## src/design/stb_pkg.sv

```systemverilog
// Shared types and constants for the software timer bank.
// Used by the controller, the datapath, the top level and the checker.
package stb_pkg;

    localparam int NUM_TIMERS = 8;
    localparam int MAX_OUT    = 8;
    localparam int IDX_W      = (NUM_TIMERS > 1) ? $clog2(NUM_TIMERS) : 1;
    localparam int CNT_W      = (MAX_OUT > 1) ? $clog2(MAX_OUT) : 1;
    localparam int SLOT_W     = 3;
    localparam int TICK_W     = 32;

    // Request opcodes
    typedef enum logic [2:0] {
        CMD_TICK  = 3'd0,
        CMD_START = 3'd1,
        CMD_STOP  = 3'd2,
        CMD_POLL  = 3'd3,
        CMD_QUERY = 3'd4
    } t_cmd;

    // Result status codes
    typedef enum logic [1:0] {
        ST_OK        = 2'd0,
        ST_INVALID   = 2'd1,
        ST_NO_SLOT   = 2'd2,
        ST_NOT_FOUND = 2'd3
    } t_status;

    // Per-slot timer state
    typedef enum logic [1:0] {
        SS_INACTIVE = 2'd0,
        SS_ACTIVE   = 2'd1,
        SS_PENDING  = 2'd2
    } t_slot_st;

    // Datapath operations issued by the controller
    typedef enum logic [1:0] {
        OP_NONE = 2'd0,
        OP_EXEC = 2'd1,
        OP_TICK = 2'd2,
        OP_POLL = 2'd3
    } t_dp_op;

    // Datapath status seen by the controller
    typedef struct packed {
        logic idx_end;
        logic cur_pending;
        logic none_pending;
        logic out_last;
    } t_dp_stat;

endpackage

```

## src/design/stb_ctrl.sv

```systemverilog
// Controller state machine for the timer bank.
// Depends on stb_pkg; drives datapath operations and the channel handshakes.
module stb_ctrl import stb_pkg::*; (
    input  logic       i_clk,
    input  logic       i_rst_n,
    input  logic       i_valid,
    input  logic [2:0] i_cmd,
    input  logic       i_stall,
    input  t_dp_stat   i_stat,
    output t_dp_op     o_op,
    output logic       o_stall,
    output logic       o_valid
);

    typedef enum logic [3:0] {
        S_IDLE = 4'b0001,
        S_TICK = 4'b0010,
        S_POLL = 4'b0100,
        S_EMIT = 4'b1000
    } t_state;

    t_state r_state, n_state;

    // Next state and datapath operation
    always_comb begin
        n_state = r_state;
        o_op    = OP_NONE;
        unique case (r_state)
            S_IDLE: begin
                if (i_valid) begin
                    o_op = OP_EXEC;
                    case (t_cmd'(i_cmd))
                        CMD_TICK: n_state = S_TICK;
                        CMD_POLL: n_state = i_stat.none_pending ? S_EMIT : S_POLL;
                        default:  n_state = S_EMIT;
                    endcase
                end
            end
            S_TICK: begin
                o_op = OP_TICK;
                if (i_stat.idx_end) begin
                    n_state = S_EMIT;
                end
            end
            S_POLL: begin
                o_op = OP_POLL;
                if (i_stat.cur_pending) begin
                    n_state = S_EMIT;
                end
            end
            S_EMIT: begin
                if (!i_stall) begin
                    n_state = i_stat.out_last ? S_IDLE : S_POLL;
                end
            end
            default: n_state = S_IDLE;
        endcase
    end

    always_ff @(posedge i_clk) begin
        if (!i_rst_n) begin
            r_state <= S_IDLE;
        end else begin
            r_state <= n_state;
        end
    end

    assign o_stall = (r_state != S_IDLE);
    assign o_valid = (r_state == S_EMIT);

endmodule

```

## src/design/stb_dp.sv

```systemverilog
// Datapath of the timer bank: tick counter, slot tables, walk index and result register.
// Depends on stb_pkg; operated by stb_ctrl through t_dp_op.
module stb_dp import stb_pkg::*; (
    input  logic                i_clk,
    input  logic                i_rst_n,
    input  t_dp_op              i_op,
    input  logic [2:0]          i_cmd,
    input  logic [TICK_W-1:0]   i_interval,
    input  logic                i_repeat_mode,
    input  logic [SLOT_W-1:0]   i_slot,
    output t_dp_stat            o_stat,
    output logic [1:0]          o_status,
    output logic [SLOT_W-1:0]   o_slot_id,
    output logic [1:0]          o_slot_status,
    output logic                o_expired,
    output logic [TICK_W-1:0]   o_tick_now,
    output logic                o_last
);

    // Control state (reset)
    logic [TICK_W-1:0] r_tick;
    t_slot_st          r_sstate [NUM_TIMERS];
    logic [IDX_W-1:0]  r_idx;
    logic [CNT_W-1:0]  r_cnt;

    // Slot tables, valid only once a start has written the slot
    logic              r_rep   [NUM_TIMERS];
    logic [TICK_W-1:0] r_start [NUM_TIMERS];
    logic [TICK_W-1:0] r_ival  [NUM_TIMERS];

    // Result register
    t_status           r_status;
    logic [SLOT_W-1:0] r_slot_id;
    t_slot_st          r_slot_st;
    logic              r_expired;
    logic              r_last;

    logic [NUM_TIMERS-1:0] pend_mask;
    logic [NUM_TIMERS-1:0] pend_above;
    logic                  free_found;
    logic [IDX_W-1:0]      free_idx;
    logic [IDX_W-1:0]      req_idx;
    logic                  req_in_range;
    logic [TICK_W-1:0]     elapsed;
    logic                  fire;
    logic                  poll_last;
    logic                  idx_end;

    // Pending map, pending slots above the walk index, lowest free slot
    always_comb begin
        free_found = 1'b0;
        free_idx   = '0;
        for (int i = 0; i < NUM_TIMERS; i++) begin
            pend_mask[i]  = (r_sstate[i] == SS_PENDING);
            pend_above[i] = pend_mask[i] && (IDX_W'(i) > r_idx);
        end
        for (int i = NUM_TIMERS - 1; i >= 0; i--) begin
            if (r_sstate[i] == SS_INACTIVE) begin
                free_found = 1'b1;
                free_idx   = IDX_W'(i);
            end
        end
    end

    assign req_idx      = IDX_W'(i_slot);
    assign req_in_range = ({1'b0, i_slot} < (SLOT_W + 1)'(NUM_TIMERS));
    assign idx_end      = (r_idx == IDX_W'(NUM_TIMERS - 1));

    // Expiry test for the slot under the walk index
    assign elapsed   = r_tick - r_start[r_idx];
    assign fire      = (r_sstate[r_idx] == SS_ACTIVE) && (elapsed >= r_ival[r_idx]);
    assign poll_last = !(|pend_above) || (r_cnt == CNT_W'(MAX_OUT - 1));

    // Tick count, slot states, walk index and result count
    always_ff @(posedge i_clk) begin
        if (!i_rst_n) begin
            r_tick <= '0;
            r_idx  <= '0;
            r_cnt  <= '0;
            for (int i = 0; i < NUM_TIMERS; i++) begin
                r_sstate[i] <= SS_INACTIVE;
            end
        end else begin
            unique case (i_op)
                OP_EXEC: begin
                    r_idx <= '0;
                    r_cnt <= '0;
                    case (t_cmd'(i_cmd))
                        CMD_TICK: r_tick <= r_tick + TICK_W'(1);
                        CMD_START: begin
                            if (i_interval != '0 && free_found) begin
                                r_sstate[free_idx] <= SS_ACTIVE;
                            end
                        end
                        CMD_STOP: begin
                            if (req_in_range && r_sstate[req_idx] != SS_INACTIVE) begin
                                r_sstate[req_idx] <= SS_INACTIVE;
                            end
                        end
                        default: ;
                    endcase
                end
                OP_TICK: begin
                    if (fire) begin
                        r_sstate[r_idx] <= SS_PENDING;
                    end
                    r_idx <= idx_end ? '0 : r_idx + IDX_W'(1);
                end
                OP_POLL: begin
                    if (pend_mask[r_idx]) begin
                        r_sstate[r_idx] <= r_rep[r_idx] ? SS_ACTIVE : SS_INACTIVE;
                        r_cnt           <= r_cnt + CNT_W'(1);
                    end
                    r_idx <= idx_end ? '0 : r_idx + IDX_W'(1);
                end
                default: ;
            endcase
        end
    end

    // Slot tables: written by start, start time moved on by a repeating expiry
    always_ff @(posedge i_clk) begin
        if (i_op == OP_EXEC && t_cmd'(i_cmd) == CMD_START && i_interval != '0
            && free_found) begin
            r_rep[free_idx]   <= i_repeat_mode;
            r_start[free_idx] <= r_tick;
            r_ival[free_idx]  <= i_interval;
        end else if (i_op == OP_TICK && fire && r_rep[r_idx]) begin
            r_start[r_idx] <= r_start[r_idx] + r_ival[r_idx];
        end
    end

    // Result register
    always_ff @(posedge i_clk) begin
        unique case (i_op)
            OP_EXEC: begin
                r_status  <= ST_OK;
                r_slot_id <= '0;
                r_slot_st <= SS_INACTIVE;
                r_expired <= 1'b0;
                r_last    <= 1'b1;
                case (t_cmd'(i_cmd))
                    CMD_TICK, CMD_POLL: ;
                    CMD_START: begin
                        if (i_interval == '0) begin
                            r_status <= ST_INVALID;
                        end else if (!free_found) begin
                            r_status <= ST_NO_SLOT;
                        end else begin
                            r_slot_id <= SLOT_W'(free_idx);
                        end
                    end
                    CMD_STOP: begin
                        r_slot_id <= i_slot;
                        if (!(req_in_range && r_sstate[req_idx] != SS_INACTIVE)) begin
                            r_status <= ST_NOT_FOUND;
                        end
                    end
                    CMD_QUERY: begin
                        r_slot_id <= i_slot;
                        if (req_in_range) begin
                            r_slot_st <= r_sstate[req_idx];
                        end else begin
                            r_status <= ST_NOT_FOUND;
                        end
                    end
                    default: r_status <= ST_INVALID;
                endcase
            end
            OP_TICK: begin
                if (idx_end) begin
                    r_status  <= ST_OK;
                    r_slot_id <= '0;
                    r_slot_st <= SS_INACTIVE;
                    r_expired <= 1'b0;
                    r_last    <= 1'b1;
                end
            end
            OP_POLL: begin
                if (pend_mask[r_idx]) begin
                    r_status  <= ST_OK;
                    r_slot_id <= SLOT_W'(r_idx);
                    r_slot_st <= SS_INACTIVE;
                    r_expired <= 1'b1;
                    r_last    <= poll_last;
                end
            end
            default: ;
        endcase
    end

    assign o_stat.idx_end      = idx_end;
    assign o_stat.cur_pending  = pend_mask[r_idx];
    assign o_stat.none_pending = ~|pend_mask;
    assign o_stat.out_last     = r_last;

    assign o_status      = r_status;
    assign o_slot_id     = r_slot_id;
    assign o_slot_status = r_slot_st;
    assign o_expired     = r_expired;
    assign o_tick_now    = r_tick;
    assign o_last        = r_last;

endmodule

```

## src/design/soft_timer_bank_core.sv

```systemverilog
// Bank of software timers: tick, start, stop, poll and query requests.
// Instantiates stb_ctrl and stb_dp; depends on stb_pkg.
//
// Usage:
// - Request channel i_valid/o_stall carries i_cmd, i_interval, i_repeat_mode
//   and i_slot; a request is taken on an edge with i_valid high, o_stall low.
// - Result channel o_valid/i_stall carries o_status, o_slot_id, o_slot_status,
//   o_expired, o_tick_now and o_last; o_last marks a request's final result.
// - One request is in flight at a time; o_stall is high from acceptance until
//   the last result of that request has been taken.
// - Start, stop, query and unknown codes: result valid in the cycle after accept.
// - Tick: the walk visits one slot per cycle, and the result is valid once
//   the walk has passed the last slot.
// - Poll: the same one-slot-per-cycle walk, paused while each result is out;
//   each pending slot gives a result as the walk reaches it.
// - The walk over the slot tables, one slot per cycle, paces tick and poll.
// - A stalled result holds its value and the walk pauses until it is taken.
// - Sync reset clears the tick count and marks all slots inactive; no
//   clearing pass is needed, requests are taken from the first cycle.
module soft_timer_bank_core import stb_pkg::*; (
    input  logic                i_clk,
    input  logic                i_rst_n,
    input  logic                i_valid,
    output logic                o_stall,
    input  logic [2:0]          i_cmd,
    input  logic [TICK_W-1:0]   i_interval,
    input  logic                i_repeat_mode,
    input  logic [SLOT_W-1:0]   i_slot,
    output logic                o_valid,
    input  logic                i_stall,
    output logic [1:0]          o_status,
    output logic [SLOT_W-1:0]   o_slot_id,
    output logic [1:0]          o_slot_status,
    output logic                o_expired,
    output logic [TICK_W-1:0]   o_tick_now,
    output logic                o_last
);

    t_dp_op   dp_op;
    t_dp_stat dp_stat;

    // Sequencer
    stb_ctrl u_ctrl (
        .i_clk   (i_clk),
        .i_rst_n (i_rst_n),
        .i_valid (i_valid),
        .i_cmd   (i_cmd),
        .i_stall (i_stall),
        .i_stat  (dp_stat),
        .o_op    (dp_op),
        .o_stall (o_stall),
        .o_valid (o_valid)
    );

    // Counter, slot tables and result register
    stb_dp u_dp (
        .i_clk         (i_clk),
        .i_rst_n       (i_rst_n),
        .i_op          (dp_op),
        .i_cmd         (i_cmd),
        .i_interval    (i_interval),
        .i_repeat_mode (i_repeat_mode),
        .i_slot        (i_slot),
        .o_stat        (dp_stat),
        .o_status      (o_status),
        .o_slot_id     (o_slot_id),
        .o_slot_status (o_slot_status),
        .o_expired     (o_expired),
        .o_tick_now    (o_tick_now),
        .o_last        (o_last)
    );

endmodule

```

## config.mk

```make
export PLATFORM = sky130hd
export DESIGN_NAME = soft_timer_bank_core
export DESIGN_NICKNAME = d
export VERILOG_FILES = /design/src/design/stb_pkg.sv /design/src/design/stb_ctrl.sv /design/src/design/stb_dp.sv /design/src/design/soft_timer_bank_core.sv
export SDC_FILE = /design/constraint.sdc
export NUM_CORES = 1
export LEC_CHECK = 0
export ABC_AREA = 1
export BUFFER_PORTS_ARGS = -buffer_cell sky130_fd_sc_hd__buf_2
export CORE_MARGIN = 2
export CORE_UTILIZATION = 30
export CTS_CLUSTER_DIAMETER = 40
export CTS_CLUSTER_SIZE = 40
export DETAILED_ROUTE_END_ITERATION = 8
export GPL_ROUTABILITY_DRIVEN = 0
export PLACE_DENSITY_LB_ADDON = 0.3
export REMOVE_ABC_BUFFERS = 1
export SLEW_MARGIN = 20
export SYNTH_ARGS = -nofsm -noshare
export SYNTH_HDL_FRONTEND = slang
export SYNTH_SLANG_ARGS = --single-unit
```

## constraint.sdc

```tcl
create_clock -name i_clk -period 7.01 [get_ports i_clk]
set_clock_uncertainty 0.2 [all_clocks]
set_input_delay 0 -clock i_clk [delete_from_list [all_inputs] [get_ports i_clk]]
set_output_delay 0 -clock i_clk [all_outputs]
set_load 0.02 [all_outputs]
```

==> flow_summary.yaml <==
status:
  status: "finished clean"
cts:
  clockRootBuffer: "clkbuf_16"
  clockBufferDepth: 3
  path_clk_slew_ns: 0.05
  insertion_delay_ns: 0.66
  clock_sinks: 590
  post_cts_buffers: 0
  cts_made_buffers: 86
  cts_tree: "built"
  cts_max_level: 3
place:
  placed_cell_area_mm2: 0.0315
  hpwl_um: 57400
  portBuffers: 85
critical_path:
  cp-start-kind: "flip-flop"
  crit_type: "flip-flop to flip-flop"
  crit_required_ns: 7.14
  worstPathArrival_ns: 6.70
  ff2ff_path_depth: 28
  reg2reg_to: "u_dp.r_start[5][26]$_DFFE_PP_"
  crit_path_frequent_cell: "nand2_1"
  cp_slowest_cell: "o21ai_0"
  crit_fanout: 55
  endpoint_kind: "flip-flop"
  r2r_slack_ns: 0.44
  max_stage_delay_ns: 0.53
synth:
  avgSynthCellArea_um2: 9.96
  yosysSeqAreaShare_pct: 59.3
  synth-seq-cells: 590
  ys_warn_count: 0
  synth.distinct_cells: 52
  netlist_area_mm2: 0.0291
  syn_inst: 2922
global_route:
  grt_pass1_vias: 21500
  grt_pass1_wl_um: 129000
  antenna_found_initial: 3
  track_usage_pct: 17.0
  grt_max_degree: 111
  grt-ovfl-total: 0
pwr:
  pwr_density_cell_mw_per_mm2: 250
  switching_share_pct: 23.9
  p_switching_mw: 2.10
  seqPwrFrac_pct: 44.1
  power_frac_comb_pct: 7.0
  peakVddDrop_v: 0.000159
  internal-power_mw: 6.69
  cellLeakagePower_nw: 13.7
  pwr-share-clk_pct: 48.9
floorplanning:
  start_util_pct: 30.2
  die_area_mm2: 0.0995
  rows: 114
  core_mm2: 0.0964
  die_h_um: 316
  die_w_um: 316
  io_pins: 86
detailed_routing:
  drtIter0Drc: 1882
  via_count: 22200
  drtPass1Iterations: 5
  wirelength_um: 86200
  routedWlPerCell_um: 19.2
  via_per_inst: 4.95
  ant_nets: 0
  route.detailed.drc: 0
timing:
  slew-limit-headroom_pct: 36.7
  min_period_over_period_pct: 93.8
  hold_viol: 0
  fin_crit_ns: 6.57
  fmax_mhz: 152
  grt_setup_unrepaired: "no"
  setup_viol: 0
  worst_slew_pin_slew_ns: 0.939
  slew_viol_final: 0
finish:
  synthToLayoutAreaGrowth_pct: 20.9
  utilization_pct: 36.5
  final_cell_area_mm2: 0.0352
  fillerInstances: 9661
  drive_gt1_share_pct: 11.2
  fin_nets: 3277
hold_path:
  whs_path_depth: 2
  hp-class: "primary input to flip-flop"
  min_from: "i_interval[17]"
  whs_endpoint: "u_dp.r_ival[5][17]$_DFFE_PP_"
flow_run:
  drv_cap: 0
-- per-layer routing --
metal | track usage (%) | part of all wire (%) | vias to the layer above
met5 | 0 | 0 | -
met4 | 5.11 | 2.3 | 0
met3 | 2.55 | 5.7 | 128
met2 | 28.0 | 47 | 630
met1 | 23.1 | 45 | 10700
li1 | - | - | 10700
-- layout make-up --
type	count	area [um^2]	area share, %
multi-input cells	1938	10400	29.5
repair buffers	241	1960	5.56
inverters	273	1040	2.95
well taps	1276	1600	4.54
diodes	4	10.0	0.0284
flip-flops and latches	590	17300	49.1
clock inverters	60	663	1.88
clock buffers	100	2270	6.44
-- repair_timing --
item	4_1_cts	5_1_grt
hold buffers	75	0
endpoints found under the hold margin	336	0
endpoints found under the setup margin	0	361
gates resized for setup	0	7
-- logic make-up (layout without fill, tap and decap cells) --
kind of cell    Yosys count  in the layout  share of synthesized area, %
buf+inv                 394            674                          5.40
fa+ha+maj               104            104                          4.52
simple gates           1007           1007                          14.6
compound gates          758            758                          14.1
xor+xnor                 69             69                          2.08
other cells               0              4                             0
flops                   590            590                          59.3
-- cell usage after synthesis (all sizes together) --
| cell | count | area share (%) |
|---|---|---|
| o21ai | 430 | 7.4 |
| nor2 | 428 | 5.7 |
| edfxtp | 545 | 56 |
| o221ai | 3 | 0.090 |
| o22ai | 125 | 2.7 |
| a211oi | 3 | 0.077 |
| o211ai | 10 | 0.29 |
| a21boi | 2 | 0.052 |
| nor3 | 43 | 0.83 |
| inv | 271 | 3.5 |
| nand3b | 8 | 0.21 |
| a2bb2oi | 1 | 0.030 |
| o21bai | 7 | 0.18 |
| a31oi | 8 | 0.17 |
| buf | 42 | 0.86 |
| nand2 | 401 | 5.3 |
| dfxtp | 45 | 3.1 |
| nor4 | 13 | 0.28 |
| a32o | 3 | 0.10 |
| xor2 | 39 | 1.2 |
| a22oi | 1 | 0.026 |
| or2 | 2 | 0.043 |
| xnor2 | 30 | 0.90 |
| a21oi | 152 | 2.7 |
| fa | 2 | 0.14 |
| a21o | 6 | 0.15 |
| a2111oi | 1 | 0.030 |
| ha | 102 | 4.4 |
| clkbuf | 79 | 1.0 |
| o21a | 6 | 0.15 |
| nand4 | 36 | 0.80 |
| clkinv | 2 | 0.026 |
| nand3 | 76 | 1.5 |
-- power by group through the flow --
stage               combinational [mW]  clock [mW]  sequential [mW]
detailed placement               0.567           0             3.94
floorplan                        0.346           0             3.97
global route                     0.684        4.53             3.87
global placement                 0.567           0             3.94
finish                           0.619        4.30             3.87
CTS                              0.613        4.37             3.87
-- layout by cell type (no fill, tap or decap), types with 10 or more instances in the layout --
cell type	Yosys	layout
nand4_1	35	35
clkinv_1	2	13
nor3_1	39	39
xor2_1	39	39
buf_2	23	85
nand3_1	68	68
dfxtp_1	45	43
edfxtp_1	545	545
dlygate4sd3_1	0	75
clkbuf_16	0	89
xnor2_1	30	30
nor4_1	13	11
o21ai_0	378	372
nor2_1	422	408
ha_1	102	102
o22ai_1	125	125
buf_4	6	66
clkinv_2	0	15
nor2_4	2	16
a21oi_1	151	151
nand2_1	395	395
buf_12	0	10
o21ai_1	52	58
clkbuf_1	79	10
inv_1	266	265
-- flip-flops by register name (all words and copies together), names as in the netlist, named ones only --
signal	count
u_dp.o_last	1
u_dp.r_cnt	3
u_dp.o_slot_id	3
u_dp.o_status	2
u_dp.o_tick_now	32
u_dp.r_idx	3
u_dp.r_ival	256
u_dp.r_rep	8
u_dp.o_expired	1
u_dp.r_start	256
u_ctrl.r_state	4
u_dp.o_slot_status	2
u_dp.r_sstate	16
-- worst max path at each step --
stage	to	cells after the start
floorplan	u_dp.r_start[5][0]$_DFFE_PP_	30
global placement	u_dp.r_start[3][26]$_DFFE_PP_	25
detailed placement	u_dp.r_start[5][30]$_DFFE_PP_	30
CTS	u_dp.r_start[7][28]$_DFFE_PP_	25
global route	u_dp.r_start[5][26]$_DFFE_PP_	32
finish	u_dp.r_start[5][26]$_DFFE_PP_	28
-- worst max-delay path, delay by kind of cell (launching register included) --
| family | cells | cell delay (ns) |
|---|---|---|
| compound gates | 6 | 1.29 |
| xor+xnor | 1 | 0.16 |
| fa+ha+maj | 2 | 0.66 |
| buf+inv | 8 | 1.59 |
| flops | 1 | 0.41 |
| simple gates | 11 | 1.82 |
-- through the flow --
stage / cells / TNS (ns) / total power [mW] / setup WS, ns / hold WS (ns)
after floorplan: 2801 / -3335.58 / 4.31 / -6.98 / -0.114
after global routing: 4481 / 0 / 9.08 / 0.0156 / 0.0342
final: 4482 / 0 / 8.79 / 0.436 / 0.0239
after detailed placement: 4242 / 0 / 4.51 / 0.340 / 0.0902
after global placement: 4242 / 0 / 4.51 / 0.427 / 0.0909
after CTS: 4477 / 0 / 8.85 / 0.308 / 0.00395
(Power assumes the default switching activity.)
